===== src/design/evm_pkg.sv =====
// ----------------------------------------------------------------------------
// evm_pkg: shared types and constants for the YXZ view matrix block
// Fixed-point formats, CORDIC tables and rounding helpers.
// ----------------------------------------------------------------------------
package evm_pkg;

  localparam int CW    = 34;
  localparam int STEPS = 24;
  localparam int BW    = 18;
  localparam int PW    = 32;

  localparam logic signed [CW-1:0] CORDIC_GAIN = CW'(652032874);

  localparam logic signed [CW-1:0] ATAN_Z [0:STEPS-1] = '{
    CW'(536870912), CW'(316933406), CW'(167458907), CW'(85004756),
    CW'(42667331),  CW'(21354465),  CW'(10680862),  CW'(5340245),
    CW'(2670163),   CW'(1335087),   CW'(667544),    CW'(333772),
    CW'(166886),    CW'(83443),     CW'(41722),     CW'(20861),
    CW'(10430),     CW'(5215),      CW'(2608),      CW'(1304),
    CW'(652),       CW'(326),       CW'(163),       CW'(81)
  };

  typedef struct packed {
    logic signed [PW-1:0] pos_x;
    logic signed [PW-1:0] pos_y;
    logic signed [PW-1:0] pos_z;
    logic signed [31:0]   z_yaw;
    logic signed [31:0]   z_pitch;
    logic signed [31:0]   z_roll;
    logic [2:0]           flip;
  } front_item_t;

  function automatic logic signed [BW-1:0] clamp_unit(input logic signed [CW-1:0] v);
    logic signed [CW-1:0] t;
    t = (v + CW'(8192)) >>> 14;
    if (t > CW'(65536)) return BW'(65536);
    if (t < -CW'(65536)) return -BW'(65536);
    return BW'(t);
  endfunction

  function automatic logic signed [BW-1:0] basis_round(input logic signed [55:0] q);
    logic signed [55:0] t;
    t = (q + 56'sh80000000) >>> 32;
    if (t > 56'sd65536) return BW'(65536);
    if (t < -56'sd65536) return -BW'(65536);
    return BW'(t);
  endfunction

  function automatic logic signed [PW-1:0] shift_round(input logic signed [52:0] d);
    logic signed [52:0] t;
    t = (d + 53'sd32768) >>> 16;
    if (t > 53'sd2147483647) return 32'sh7fffffff;
    if (t < -53'sd2147483648) return 32'sh80000000;
    return PW'(t);
  endfunction

endpackage


===== src/design/evm_front.sv =====
// ----------------------------------------------------------------------------
// evm_front: request intake
// Registers a pose and folds each angle into the right half-plane.
// ----------------------------------------------------------------------------
module evm_front (
  input  logic                        clk,
  input  logic                        rst,
  input  logic                        start,
  input  logic signed [31:0]          pos_x,
  input  logic signed [31:0]          pos_y,
  input  logic signed [31:0]          pos_z,
  input  logic signed [15:0]          pitch_angle,
  input  logic signed [15:0]          yaw_angle,
  input  logic signed [15:0]          roll_angle,
  input  logic                        q_full,
  output logic                        busy,
  output logic                        push,
  output evm_pkg::front_item_t        item
);
  import evm_pkg::*;

  logic valid;
  logic take;

  function automatic logic signed [31:0] fold(input logic [15:0] a);
    logic f;
    f = a[15] ^ a[14];
    return {a[15] ^ f, a[14:0], 16'h0000};
  endfunction

  assign busy = valid && q_full;
  assign push = valid && !q_full;
  assign take = start && !busy;

  always_ff @(posedge clk) begin
    if (rst) begin
      valid <= 1'b0;
    end else if (take) begin
      valid <= 1'b1;
    end else if (push) begin
      valid <= 1'b0;
    end
  end

  always_ff @(posedge clk) begin
    if (take) begin
      item.pos_x   <= pos_x;
      item.pos_y   <= pos_y;
      item.pos_z   <= pos_z;
      item.z_yaw   <= fold(yaw_angle);
      item.z_pitch <= fold(pitch_angle);
      item.z_roll  <= fold(roll_angle);
      item.flip    <= {yaw_angle[15] ^ yaw_angle[14], pitch_angle[15] ^ pitch_angle[14],
                       roll_angle[15] ^ roll_angle[14]};
    end
  end
endmodule


===== config.mk =====
export PLATFORM = sky130hd
export DESIGN_NAME = evm_front
export DESIGN_NICKNAME = d
export VERILOG_FILES = /design/src/design/evm_pkg.sv /design/src/design/evm_front.sv
export SDC_FILE = /design/constraint.sdc
export NUM_CORES = 1
export LEC_CHECK = 0
export BUFFER_PORTS_ARGS = -buffer_cell sky130_fd_sc_hd__buf_2
export CAP_MARGIN = 20
export CORE_AREA = 2 2 134 136
export DETAILED_ROUTE_END_ITERATION = 8
export DIE_AREA = 0 0 136 138
export MAX_ROUTING_LAYER = met4
export PLACE_DENSITY = 0.6
export SLEW_MARGIN = 40
export SYNTH_ARGS = -nofsm -noshare
export SYNTH_HDL_FRONTEND = slang
export SYNTH_SLANG_ARGS = --single-unit

===== constraint.sdc =====
create_clock -name clk -period 6.65 [get_ports clk]
set_clock_uncertainty 0.05 [all_clocks]
set_input_delay 1.6625 -clock clk [delete_from_list [all_inputs] [get_ports clk]]
set_output_delay 1.6625 -clock clk [all_outputs]
set_load 0.05 [all_outputs]

# Word level (Yosys, flattened, before mapping)
# Index checks and enable logic that the tools add are counted.
[op_classes]
mux = 2
n_reduce_logical = 6
n_bitwise = 6
[op_table]
columns = ["cell", "count"]
rows = [
  ["$xor 1x1->1", 6],
  ["$logic_and 1x1->1", 3],
  ["$logic_not 1->1", 2],
  ["$mux 1", 2],
  ["$reduce_bool 2->1", 1],
]
[word_totals]
output_inout_bits = 197
word_cells = 22
reg_bits = 148
input_bits = 148

# Logic depth before layout (Yosys ltp)
[depth]
depth_word = 4
mapped_depth = 2
ltp_nobuf = 2

# Least setup slack after synthesis
# No wires, ideal clock.
[synth_timing]
kind = "input port to flip-flop"
start = "input q_full"
end = "register item[0] (netlist name), enable pin"
arrival_time_ns = 5.630
setup_time_ns = 0.538
path_slack_ns = 0.432
path_buffers = 0
t_required_ns = 6.062
cell_stages = 2
cell_sequence = "and2_4 > nor2b_2"
[synth_via]
elab_chain_cells = 3
[synth_rtl]
columns = ["element", "line_no", "rtl"]
rows = [
  ["from (decl)", "evm_front.sv:15", "input logic q_full,"],
  ["$logic_and 1x1->1", "evm_front.sv:31", "assign busy = valid && q_full;"],
  ["$logic_not 1->1", "evm_front.sv:33", "assign take = start && !busy;"],
  ["$logic_and 1x1->1", "evm_front.sv:33", ""],
  ["named net take", "evm_front.sv:23", "logic take;"],
  ["to (decl)", "evm_front.sv:18", "output evm_pkg::front_item_t item"],
]
# The timed path passes the listed nets, and every way through them passes these cells.
# A chain may end at the register's enable or synchronous reset.

# Worst setup path in the final report
[layout_timing]
start = "input q_full"
end = "output push"
[layout_via]
elab_chain_cells = 2
[layout_rtl]
columns = ["element", "line_no", "rtl"]
rows = [
  ["$logic_not 1->1", "evm_front.sv:32", "assign push = valid && !q_full;"],
  ["$logic_and 1x1->1", "evm_front.sv:32", ""],
  ["to (decl)", "evm_front.sv:17", "output logic push,"],
]
# Every way passes these cells.

==> impl_table.tex <==
\begin{tabular}{lr}
\hline
Metric & Value \\
\hline
\multicolumn{2}{l}{\textbf{Die}} \\
\quad Std-Cell Core Area & 17,500 µm² \\
\quad Total I/O pin count & 345 \\
\quad Standard-cell rows & 49 \\
\quad Die width & 136 µm \\
\quad Die H & 138 µm \\
\quad Starting density of the core & 27.8\% \\
\quad Area of the die & 18,800 µm² \\
\multicolumn{2}{l}{\textbf{Setup path}} \\
\quad Largest delay share family, worst path & buffers and inverters \\
\quad Combined buffer and inverter count along the critical path & 2 \\
\quad Cells along the critical path & buf\_2, and2b\_2, buf\_2 \\
\quad Arrival time of data at the critical path endpoint & 2.21 ns \\
\quad Launching point of the worst reg2reg path & valid\$\_SDFFE\_PP0P\_ \\
\quad Category of the worst setup path capture point & output pin \\
\quad CP required & 4.94 ns \\
\quad Crit path max-delay cell type & sky130\_fd\_sc\_hd\_\_buf\_2 \\
\quad RR Endpoint & item[177]\$\_DFFE\_PP\_ \\
\quad Setup Crit Path Kind & primary input to output pin \\
\quad Slack of the worst reg-to-reg path & 5.04 ns \\
\quad Crit Path Max Fanout & 3 \\
\quad Worst reg-to-reg path cell count & 3 \\
\quad Cell type with the highest occurrence count on the critical path & sky130\_fd\_sc\_hd\_\_buf\_2 \\
\quad Crit start category & primary input \\
\quad Largest stage delay on the critical path & 0.25 ns \\
\multicolumn{2}{l}{\textbf{Timing}} \\
\quad RSZ-0062 raised after global routing & false \\
\quad Final hold violation count & 0 \\
\quad Final Worst Setup Slack & 2.73 ns \\
\quad Setup tns final & 0 ns \\
\quad Final worst path period share & 59.0\% \\
\quad Highest clock rate & 255 MHz \\
\quad Time the worst path needs with I/O delays and setup & 3.92 ns \\
\quad Max-slew headroom at the worst pin & 53.7\% \\
\quad Final-report setup violation count & 0 \\
\quad Worst Max-Slew Pin Slew & 0.695 ns \\
\quad Count of pins over their slew limit & 0 \\
\multicolumn{2}{l}{\textbf{Cells and area}} \\
\quad Synth-to-layout area growth & 44.6\% \\
\quad Share of cells above drive strength 1 & 62.2\% \\
\quad Number of nets in the finished design & 669 \\
\quad Fillers & 1,660 \\
\quad Cell Count, Final, Fillers Out & 764 \\
\multicolumn{2}{l}{\textbf{Synthesis}} \\
\quad Largest area contributor in the synthesized netlist & sky130\_fd\_sc\_hd\_\_edfxtp\_1 \\
\quad Syn. warnings & 0 \\
\quad Avg Inst Size Synth & 23.4 µm² \\
\quad Post-synthesis instance area & 4870 µm² \\
\quad Synth top area share & 90.6\% \\
\quad Sequential element share of the synthesized area & 91.0\% \\
\quad Top post-synthesis cells by area & sky130\_fd\_sc\_hd\_\_edfxtp\_1, sky130\_fd\_sc\_hd\_\_buf\_4, sky130\_fd\_sc\_hd\_\_xor2\_1 \\
\quad Total of flip-flops plus latches after synthesis & 148 \\
\quad Cells after synthesis & 208 \\
\quad Number of distinct library cell variants in the gate-level netlist after synthesis & 11 \\
\multicolumn{2}{l}{\textbf{Route}} \\
\quad Routed WL per cell & 15.0 µm \\
\quad DRT antenna net count & 0 \\
\quad Detailed Route WL & 11,500 µm \\
\quad Number of violations reported at the end of detailed-routing iteration 0 & 118 \\
\quad Via/cell ratio & 3.78 \\
\quad Drt drc & 0 \\
\quad Detailed-route via count & 2,889 \\
\quad Length of the first detailed-routing pass in iterations & 4 \\
\multicolumn{2}{l}{\textbf{Place}} \\
\quad Worst setup slack before clock tree synthesis & 2.72 ns \\
\quad Final HPWL from detailed placement & 8870 µm \\
\quad Last weighted congestion value of the routability-driven placer & 0.789 \\
\quad DP Cell Count & 731 \\
\quad Input/output buffers & 296 \\
\multicolumn{2}{l}{\textbf{Clock tree}} \\
\quad Maximum clock insertion buffer count & 2 \\
\quad CTS tree & done \\
\quad Number of buffers inserted during clock tree synthesis & 17 \\
\quad Clock tree sinks & 148 \\
\quad Clock transition time at the flip-flop clock pins of the worst setup and hold paths & 0.07 ns \\
\quad Clock root buffer & sky130\_fd\_sc\_hd\_\_clkbuf\_16 \\
\quad Deepest level of the CTS H-tree & 4 \\
\quad Post-CTS setup buffers & 0 \\
\quad Count of cells resized by post-cts repair & 0 \\
\quad Post-CTS Hold Buffers & 0 \\
\quad Clock Latency Late Sink & 0.42 ns \\
\multicolumn{2}{l}{\textbf{Power}} \\
\quad Largest voltage drop on the vdd net & 0.161 mV \\
\quad Pwr/cell area & 338 nW/µm² \\
\quad Leakage & 0.00307 µW \\
\multicolumn{2}{l}{\textbf{Global routing}} \\
\quad Antenna violations before repair & 1 \\
\quad Wire length of the first global-routing pass & 16,200 µm \\
\quad Grt total ovfl & 0 \\
\quad Number of global-route vias before repair & 2,937 \\
\quad Total routing usage reported by global routing & 12.1\% \\
\quad Pin count of the biggest net entering global routing & 77 \\
\multicolumn{2}{l}{\textbf{Hold path}} \\
\quad Worst-case hold path end point & valid\$\_SDFFE\_PP0P\_ \\
\quad Startpoint of the lowest-slack hold path & valid\$\_SDFFE\_PP0P\_ \\
\quad Worst hold path class & flip-flop to flip-flop \\
\quad Cells on Worst Hold Path & 2 \\
\multicolumn{2}{l}{\textbf{Job}} \\
\quad Number of maximum-capacitance violations & 0 \\
\multicolumn{2}{l}{\textbf{Run status}} \\
\quad Status & finished, final reports clean \\
\hline
\end{tabular}
==> tightest hold or removal path: stages, from the launching register on <==
cell and delay (ns):
sky130_fd_sc_hd__dfxtp_1 0.35, sky130_fd_sc_hd__a21oi_1 0.07, sky130_fd_sc_hd__nor2_1 0.07
==> per-stage QoR <==
| stage | hold WS (ns) | power [µW] | instance area (µm²) | utilization (%) |
|---|---|---|---|---|
| final | 0.467 | 2380 | 7040 | 40.2 |
| after global routing | 0.519 | 2470 | 7040 | 40.2 |
| after CTS | 0.474 | 2410 | 7040 | 40.1 |
| after detailed placement | 0.460 | 1500 | 6470 | 36.9 |
| after global placement | 0.436 | 1490 | 6460 | 36.9 |
| after floorplan | 0.417 | 1420 | 5050 | - |
==> synth_stat cells <==
| cell type | n |
|---|---|
| sky130_fd_sc_hd__clkbuf_1 | 3 |
| sky130_fd_sc_hd__buf_4 | 48 |
| sky130_fd_sc_hd__edfxtp_1 | 147 |
| sky130_fd_sc_hd__xor2_1 | 3 |
| sky130_fd_sc_hd__conb_1 | 1 |
| sky130_fd_sc_hd__a21oi_1 | 1 |
| sky130_fd_sc_hd__and2_4 | 1 |
| sky130_fd_sc_hd__and2b_2 | 1 |
| sky130_fd_sc_hd__dfxtp_1 | 1 |
| sky130_fd_sc_hd__nor2_1 | 1 |
| sky130_fd_sc_hd__nor2b_2 | 1 |
==> cell type report <==
| type | count | area [µm²] | share of cell area (%) |
|---|---|---|---|
| Antenna cell | 1 | 2.50 | 0.0355 |
| Clock buffer | 18 | 429 | 6.09 |
| Clock inverter | 14 | 140 | 1.99 |
| Multi-Input combinational cell | 56 | 246 | 3.50 |
| Sequential cell | 148 | 4430 | 63.0 |
| Tap cell | 229 | 287 | 4.07 |
| Timing Repair Buffer | 298 | 1500 | 21.4 |
==> registers in the layout, indices dropped and copies added (netlist names) <==
signal	count
valid	1
item	147
==> per-layer routing <==
layer	vias up	part of all wire (%)	track usage, %
met4	0	2.3	5.15
met2	179	52	20.9
met5	-	0	-
met3	20	10	4.99
li1	1314	-	-
met1	1376	35	11.8
==> how the worst max path moves through the flow <==
stage | start | end | slack [ns] | cells after the start
after floorplan | q_full | item[0]$_DFFE_PP_ | 0.43 | 2
after global placement | q_full | push | 2.72 | 3
after detailed placement | q_full | push | 2.72 | 3
after CTS | q_full | push | 2.72 | 3
after global routing | q_full | push | 2.72 | 3
final | q_full | push | 2.73 | 3
==> where the power goes <==
part / internal (µW) / leakage, µW / switching (µW)
registers: 1090 / 0.00143 / 13.0
logic: 67.4 / 0.00137 / 301
clock network: 497 / 0.000274 / 409
==> cell families after synthesis <==
| logic type | Yosys count | synth area share (%) |
|---|---|---|
| other cells | 1 | 0.0770 |
| compound gates | 1 | 0.103 |
| flops | 148 | 91.0 |
| xor+xnor | 3 | 0.540 |
| buf+inv | 51 | 7.63 |
| simple gates | 4 | 0.617 |
==> placed cells by master, fill, tap and decap left out <==
cell                           n
sky130_fd_sc_hd__buf_2       296
sky130_fd_sc_hd__clkinv_4      4
sky130_fd_sc_hd__dfxtp_1       1
sky130_fd_sc_hd__nor2b_4       1
sky130_fd_sc_hd__xor2_1        3
sky130_fd_sc_hd__conb_1       48
sky130_fd_sc_hd__inv_8         5
sky130_fd_sc_hd__a21oi_1       1
sky130_fd_sc_hd__nor2_1        1
sky130_fd_sc_hd__clkbuf_1      1
sky130_fd_sc_hd__clkinvlp_4    2
sky130_fd_sc_hd__edfxtp_1    147
sky130_fd_sc_hd__and2_4        1
sky130_fd_sc_hd__clkbuf_16    17
sky130_fd_sc_hd__clkinv_8      1
sky130_fd_sc_hd__diode_2       1
sky130_fd_sc_hd__and2b_2       1
sky130_fd_sc_hd__inv_6         2
sky130_fd_sc_hd__buf_6         2
Note: power is estimated with default switching activity, not from simulation.
