$ cat src/design/evm_pkg.sv
// ----------------------------------------------------------------------------
// evm_pkg: shared types and constants for the YXZ view matrix block
// Fixed-point formats, CORDIC tables and rounding helpers.
// ----------------------------------------------------------------------------
package evm_pkg;

  localparam int CW    = 34;
  localparam int STEPS = 24;
  localparam int BW    = 18;
  localparam int PW    = 32;

  localparam logic signed [CW-1:0] CORDIC_GAIN = CW'(652032874);

  localparam logic signed [CW-1:0] ATAN_Z [0:STEPS-1] = '{
    CW'(536870912), CW'(316933406), CW'(167458907), CW'(85004756),
    CW'(42667331),  CW'(21354465),  CW'(10680862),  CW'(5340245),
    CW'(2670163),   CW'(1335087),   CW'(667544),    CW'(333772),
    CW'(166886),    CW'(83443),     CW'(41722),     CW'(20861),
    CW'(10430),     CW'(5215),      CW'(2608),      CW'(1304),
    CW'(652),       CW'(326),       CW'(163),       CW'(81)
  };

  typedef struct packed {
    logic signed [PW-1:0] pos_x;
    logic signed [PW-1:0] pos_y;
    logic signed [PW-1:0] pos_z;
    logic signed [31:0]   z_yaw;
    logic signed [31:0]   z_pitch;
    logic signed [31:0]   z_roll;
    logic [2:0]           flip;
  } front_item_t;

  function automatic logic signed [BW-1:0] clamp_unit(input logic signed [CW-1:0] v);
    logic signed [CW-1:0] t;
    t = (v + CW'(8192)) >>> 14;
    if (t > CW'(65536)) return BW'(65536);
    if (t < -CW'(65536)) return -BW'(65536);
    return BW'(t);
  endfunction

  function automatic logic signed [BW-1:0] basis_round(input logic signed [55:0] q);
    logic signed [55:0] t;
    t = (q + 56'sh80000000) >>> 32;
    if (t > 56'sd65536) return BW'(65536);
    if (t < -56'sd65536) return -BW'(65536);
    return BW'(t);
  endfunction

  function automatic logic signed [PW-1:0] shift_round(input logic signed [52:0] d);
    logic signed [52:0] t;
    t = (d + 53'sd32768) >>> 16;
    if (t > 53'sd2147483647) return 32'sh7fffffff;
    if (t < -53'sd2147483648) return 32'sh80000000;
    return PW'(t);
  endfunction

endpackage

$ cat src/design/evm_queue.sv
// ----------------------------------------------------------------------------
// evm_queue: two-entry request queue
// Decouples the intake from the arithmetic pipeline.
// ----------------------------------------------------------------------------
module evm_queue (
  input  logic                 clk,
  input  logic                 rst,
  input  logic                 push,
  input  evm_pkg::front_item_t wr_item,
  input  logic                 pop,
  output logic                 full,
  output logic                 not_empty,
  output evm_pkg::front_item_t rd_item
);
  import evm_pkg::*;

  front_item_t mem [0:1];
  logic        wr_ptr;
  logic        rd_ptr;
  logic [1:0]  count;
  logic        do_pop;

  assign full      = count == 2'd2;
  assign not_empty = count != 2'd0;
  assign do_pop    = pop && not_empty;
  assign rd_item   = mem[rd_ptr];

  always_ff @(posedge clk) begin
    if (push) begin
      mem[wr_ptr] <= wr_item;
    end
  end

  always_ff @(posedge clk) begin
    if (rst) begin
      wr_ptr <= 1'b0;
      rd_ptr <= 1'b0;
      count  <= 2'd0;
    end else begin
      if (push) wr_ptr <= !wr_ptr;
      if (do_pop) rd_ptr <= !rd_ptr;
      count <= count + 2'(push) - 2'(do_pop);
    end
  end
endmodule

$ cat config.mk
export PLATFORM = sky130hd
export DESIGN_NAME = evm_queue
export DESIGN_NICKNAME = d
export VERILOG_FILES = /design/src/design/evm_pkg.sv /design/src/design/evm_queue.sv
export SDC_FILE = /design/constraint.sdc
export NUM_CORES = 1
export LEC_CHECK = 0
export ABC_AREA = 1
export CELL_PAD_IN_SITES_DETAIL_PLACEMENT = 1
export CELL_PAD_IN_SITES_GLOBAL_PLACEMENT = 1
export CORE_ASPECT_RATIO = 0.7
export CORE_MARGIN = 1
export CORE_UTILIZATION = 49
export DETAILED_ROUTE_END_ITERATION = 7
export DONT_BUFFER_PORTS = 1
export PLACE_DENSITY = 0.74
export SLEW_MARGIN = 30
export SYNTH_ARGS = -nofsm -noshare
export SYNTH_HDL_FRONTEND = slang
export SYNTH_SLANG_ARGS = --single-unit
$ cat constraint.sdc
create_clock -name clk -period 14.5 [get_ports clk]
set_input_delay 2.9 -clock clk [delete_from_list [all_inputs] [get_ports clk]]
set_output_delay 2.9 -clock clk [all_outputs]
set_load 0.01 [all_outputs]
# --- After elaboration in Yosys (flattened, before gate mapping) ---
# Memories as Yosys holds them, arrays and structs flattened. A register that Yosys moved wholly into a read port is not among the register bits.
# Index checks and enable logic that the tools add are counted.
word_totals:
  register_bits: 4
  ramBits: 390
  input_bits: 199
  out_inout_bits: 197
  elab_cells: 15
  memories: 1
memory_table:
  columns: ["name", "depth", "word_bits", "rd", "rd_ports_with_merged_regs", "wr", "line_no", "text"]
  rows:
  - ["mem", 2, 195, 1, 1, 1, "evm_queue.sv:17", "front_item_t mem [0:1];"]
op_classes:
  addsub: 2
  eq_ne: 1
  n_mux: 4
  reduce_logical: 4
op_table:
  columns: ["operator", "n"]
  rows:
  - ["2-to-1 mux 1 bit", 4]
  - ["adder 2 x 1 -> 2 bit", 1]
  - ["== test 2 bit, second input constant", 1]
  - ["zero test 1 bit", 2]
  - ["nonzero test 2 bit", 1]
  - ["subtractor 2 x 1 -> 2 bit", 1]
  - ["logical AND 1 bit", 1]

# --- Longest topological paths before layout ---
# Gate-level depths: netlist of run 1.
depth:
  ltp_word: 4
  depth_mapped: 10
  ltp_nobuf: 10

# --- Least setup slack after synthesis of run 1 ---
# Ideal clock, no wire load.
synth_path:
  kind: "input port to flip-flop"
  start: "input push"
  end: "memory mem[0][0] (netlist bit), enable pin"
  setup_ns: 0.759
  t_arrival_ns: 11.089
  t_required_ns: 13.741
  slack_ns: 2.652
  stages: 2
  path_buffers: 0
  cell_sequence: "inv_1 -> nor2_1"
synth_between:
  elab_chain_len: 2
synth_lines:
  columns: ["element", "line_no", "text"]
  rows:
  - ["start, declared", "evm_queue.sv:8", "input logic push,"]
  - ["2-to-1 mux 1 bit", "evm_queue.sv:29", "if (push) begin"]
  - ["2-to-1 mux 1 bit (not written as such)", "evm_queue.sv:30", "mem[wr_ptr] <= wr_item;"]
  - ["end, declared", "evm_queue.sv:17", null]
# No other way between the ends.

==> results of run 1 <==
==> synthesized netlist by cell type <==
| cell | n | share of area [%] |
|---|---|---|
| edfxtp_1 | 390 | 78 |
| mux2_4 | 150 | 15 |
| mux2_2 | 45 | 3.4 |
| buf_6 | 18 | 1.4 |
| nor2_1 | 10 | 0.25 |
| inv_1 | 9 | 0.23 |
| nand2_1 | 6 | 0.15 |
| dfxtp_1 | 5 | 0.67 |
| buf_2 | 4 | 0.13 |
| ha_1 | 2 | 0.17 |
| nand3_1 | 2 | 0.067 |
| a21oi_1 | 1 | 0.033 |
| nor3_1 | 1 | 0.033 |
==> per-layer routing <==
metal	track usage, %	up-vias
met5	0	-
met1	20.7	3018
li1	-	2585
met4	6.23	0
met2	31.2	294
met3	9.67	51
==> metrics by stage <==
stage	util, %	std cells
finish	55.3	1111
global route	55.3	1111
CTS	55.2	1110
detailed placement	51.0	1040
global placement	51.0	1040
floorplan	-	643
==> final cells by class <==
cell class                      instances  area share, %
Clock buffer                           46           6.30
Inverter                                9          0.279
Clock inverter                         24           1.18
Sequential cell                       395           71.3
Multi-Input combinational cell        217           17.3
Timing Repair Buffer                    8          0.528
Tap cell                              412           3.11
==> power by group <==
part / internal (mW) / switching [mW] / total [mW]
clock network: 0.569 / 0.407 / 0.975
registers: 1.33 / 0.0325 / 1.36
logic: 0.202 / 0.233 / 0.436
total: 2.10 / 0.672 / 2.77
==> cell families after synthesis <==
kind of cell | count (synthesis) | synth area share (%)
multiplexers | 195 | 18.5
buffers and inverters | 31 | 1.72
AND/OR/NAND/NOR | 19 | 0.503
flip-flops | 395 | 79.1
adder cells (fa/ha/maj) | 2 | 0.168
AO/OA/AOI/OAI | 1 | 0.0335
==> worst register-to-register path: stages, from the launching register on <==
cell     delay (ps)
dfxtp_1         340
nor2_4          110
buf_4           690
buf_4           870
==> state kept, by name, summed over array words and instances (netlist names), named ones only <==
register	flops
rd_ptr	1
count	2
wr_ptr	1
mem	390
==> worst paths after layout <==
kind / startpoint / slack [ps] / cells after the start / to
setup / recovery: flip-flop / 8510 / 3 / rd_item[118]
hold / removal: rd_ptr$_SDFFE_PP0P_ / 550 / 2 / flip-flop
setup reg to reg: wr_ptr$_SDFFE_PP0P_ / 12070 / 3 / mem[0][119]$_DFFE_PP_
hold reg to reg: rd_ptr$_SDFFE_PP0P_ / 550 / 2 / flip-flop
==> results.json, run 1 <==
{
  "status": "completed",
  "worstSetupStartpointType": "flip-flop",
  "multi_input_area_um2": 2870,
  "topRoutingLayerUsed": "met4",
  "place_hpwl_um": 21100,
  "pre_cts_slack_ps": 8790,
  "setup_viol": 0,
  "crit_family": "buffers and inverters",
  "slowest_stage": "dfxtp_4",
  "slowest_delay_ps": 710,
  "yosysSeqAreaShare_pct": 79.1,
  "nNetsFinal": 871,
  "power.density_nw_per_um2": 167,
  "pin_count": 396,
  "numCtsBuffers": 39,
  "cts_resized": 0,
  "critPathCaptureType": "primary output",
  "hold_slack_ps": 548,
  "path_clk_slew_ps": 60,
  "area_growth_pct": 11.0,
  "antenna_found_initial": 0,
  "dr.first_iter.drc_count": 342,
  "viasPerCell": 5.35,
  "fin_ws_ps": 8510,
  "yosysWarnings": 0,
  "vias": 5948,
  "synth_seq_cells": 395,
  "synth_nets": 844,
  "final_hold_viol_count": 0,
  "synth_cell_types": 13,
  "tightest_slew_ps": 926,
  "wl_um": 30500,
  "cts_tree": "done",
  "critPathRequiredTime_ps": 11600,
  "tns_ps": 0,
  "fillers": 2550,
  "drt-pass1-iter-count": 4,
  "cp_cell_sequence": "buf_4 > buf_6 > mux2_4",
  "insertion_delay_ps": 520,
  "drive_gt1_share_pct": 37.6,
  "power_leakage_nw": 5.72,
  "ant_nets": 0,
  "die_area_um2": 31200,
  "route.met2.wl_um": 14900,
  "place_area_um2": 15300,
  "initial_core_util_pct": 49.8,
  "route.met3.wl_um": 3740,
  "cts_hold_buf": 0,
  "fp.dieH_um": 148,
  "layout_min_cycle_time_ps": 5990,
  "postSynthCellCount": 643,
  "avgRoutedWirePerCell_um": 27.4,
  "fin_crit_sh_pct": 41.3,
  "total_power_mw": 2.77,
  "cp_num_buf_inv": 2,
  "overflow": 0,
  "slew_violations": 0,
  "core.rowCount": 53,
  "synth_area_per_cell_um2": 23.2,
  "grt_first_pass_wirelength_um": 42000,
  "timing.fmax_mhz": 167,
  "layout_common_cells": "edfxtp_1 (390), mux2_4 (150), mux2_2 (45)",
  "rsz0062_at_grt": "false",
  "fin_worst_skew_ps": 12.7,
  "io_buffers": 0,
  "drc_errors": 0,
  "grt_pass1_vias": 6335,
  "drv_cap": 0,
  "antenna_cells": 0,
  "crit_type": "reg2out",
  "post_cts_buffers": 0,
  "grt_max_degree": 139,
  "crit_fanout": 57,
  "gp_congestion": 0.809,
  "root_buffer": "clkbuf_16",
  "met1_length_um": 11000,
  "relSlewSlack_pct": 38.2,
  "coreArea_um2": 30000,
  "design_area_um2": 16600,
  "hold_class": "reg2reg",
  "cts.sinks": 395,
  "final_common_cell": "edfxtp_1",
  "ff_latch_area_um2": 11800,
  "die_x_um": 211,
  "ir_worst_vdd_mv": 0.108,
  "cp.arrival_ps": 3090,
  "synth_area_um2": 14900,
  "cts-htree-levels": 2,
  "cts_buffer_depth": 3,
  "track_usage_pct": 18.7
}
(Power assumes the default switching activity.)
==> run 2, diff against run 1 <==
==> constraint.sdc (replaced) <==
create_clock -name clk -period 5.92 [get_ports clk]
set_input_delay 1.184 -clock clk [delete_from_list [all_inputs] [get_ports clk]]
set_output_delay 1.184 -clock clk [all_outputs]
set_load 0.01 [all_outputs]
==> run 2 against run 1 <==
Effect of this change:
- clock power rose by 130%
- sequential power rose by 140%
- sequential share of layout area rose by 0.39 points
- power rose by 140%
- critical endpoint is now rd_item[60]
- largest cell class unchanged
- highest routed layer unchanged
==> results.json, run 2 (synthesized netlist as in run 1, its figures left out) <==
{
  "insertion_delay_ps": 520,
  "gp_congestion": 0.838,
  "worstSetupStartpointType": "flip-flop",
  "top_register": "mem",
  "crit_type": "reg2out",
  "route.met3.wl_um": 3500,
  "drc_errors": 0,
  "route.met2.wl_um": 14000,
  "cts.sinks": 395,
  "tns_ps": 0,
  "final_common_cell": "edfxtp_1",
  "avgRoutedWirePerCell_um": 25.7,
  "coreArea_um2": 30000,
  "area_growth_pct": 10.4,
  "viasPerCell": 5.32,
  "p_sw_share_pct": 24.1,
  "comb_power_share_pct": 16.2,
  "tightest_slew_ps": 912,
  "rsz0062_at_grt": "false",
  "dr.first_iter.drc_count": 352,
  "ant_nets": 0,
  "p_int_mw": 5.05,
  "p_seq_share_pct": 49.9,
  "total_power_mw": 6.66,
  "overflow": 0,
  "slowest_delay_ps": 590,
  "cp.arrival_ps": 2290,
  "drive_gt1_share_pct": 36.5,
  "antenna_found_initial": 1,
  "grt_max_degree": 136,
  "met1_length_um": 10400,
  "slew_violations": 0,
  "status": "completed",
  "root_buffer": "clkbuf_16",
  "io_buffers": 0,
  "cts-htree-levels": 2,
  "grt_pass1_vias": 6245,
  "top_regs": "mem x390, count x2",
  "cts_tree": "done",
  "layout_common_cells": "edfxtp_1 (390), mux2_4 (150), mux2_2 (45)",
  "critPathRequiredTime_ps": 4740,
  "core.rowCount": 53,
  "net-switching-power_mw": 1.61,
  "initial_core_util_pct": 49.8,
  "cts_resized": 0,
  "cp_cell_sequence": "buf_12 > mux2_4",
  "setup_viol": 0,
  "hold_slack_ps": 558,
  "final_hold_viol_count": 0,
  "crit_fanout": 107,
  "place_hpwl_um": 19400,
  "slowest_stage": "dfxtp_4",
  "fillers": 2539,
  "drt-pass1-iter-count": 4,
  "nNetsFinal": 868,
  "track_usage_pct": 17.4,
  "largest_reg_flops": 390,
  "vias": 5890,
  "die_x_um": 211,
  "layout_min_cycle_time_ps": 3480,
  "grt_first_pass_wirelength_um": 39900,
  "hold_class": "reg2reg",
  "topRoutingLayerUsed": "met4",
  "wl_um": 28500,
  "numCtsBuffers": 38,
  "ir_worst_vdd_mv": 0.298,
  "cts_buffer_depth": 3,
  "drv_cap": 0,
  "holdCritStartpoint": "rd_ptr$_SDFFE_PP0P_",
  "die_area_um2": 31200,
  "power_leakage_nw": 5.66,
  "critPathCaptureType": "primary output",
  "cts_hold_buf": 0,
  "pin_count": 396,
  "fp.dieH_um": 148,
  "power.density_nw_per_um2": 404,
  "clkPwrFrac_pct": 33.9,
  "path_clk_slew_ps": 60,
  "fin_crit_sh_pct": 58.7,
  "fin_worst_skew_ps": 22.9,
  "relSlewSlack_pct": 39.2,
  "r2r_start": "wr_ptr$_SDFFE_PP0P_",
  "timing.fmax_mhz": 288,
  "post_cts_buffers": 0
}
## run 2: power groups by stage
stage | clock network [mW] | logic, mW | registers [mW]
after global placement | 0 | 1.07 | 3.37
final | 2.26 | 1.08 | 3.32
after detailed placement | 0 | 1.09 | 3.38
after global routing | 2.42 | 1.13 | 3.33
after CTS | 2.33 | 1.10 | 3.32
after floorplan | 0 | 0.979 | 3.35
## run 2: critical path: cells and delay by family, from the launching register on
family	cells	cell delay, ps
buf+inv	1	520
flops	1	590
mux	1	390
## run 2: cell type report
cell class	instances	area, µm²	share of cell area (%)
Timing Repair Buffer	6	82.6	0.501
Antenna cell	2	5.00	0.0304
Multi-Input combinational cell	217	2870	17.4
Sequential cell	395	11800	71.7
Inverter	9	41.3	0.250
Tap cell	412	515	3.13
Clock buffer	49	1010	6.15
Clock inverter	18	140	0.850
## run 2: per-layer routing
metal,track usage [%],up-vias
met5,0,-
met4,5.51,0
met3,9.35,41
met2,28.8,279
met1,19.3,2979
li1,-,2591
## run 2: worst paths after layout
kind,end,slack [ps],depth (start not counted)
worst min register to register,rd_ptr$_SDFFE_PP0P_,560,2
worst max-delay path,rd_item[60],2440,2
worst max register to register,mem[1][114]$_DFFE_PP_,3690,3
worst min-delay path,rd_ptr$_SDFFE_PP0P_,560,2
## run 2: stage by stage
| step | cell area (µm²) | instances | setup WS [ps] | util (%) |
|---|---|---|---|---|
| global route | 16500 | 1108 | 2380 | 55.0 |
| finish | 16500 | 1108 | 2440 | 55.0 |
| global placement | 15300 | 1039 | 3010 | 51.1 |
| CTS | 16500 | 1106 | 2430 | 55.0 |
| floorplan | 14900 | 643 | 357 | - |
| detailed placement | 15300 | 1039 | 2950 | 51.1 |
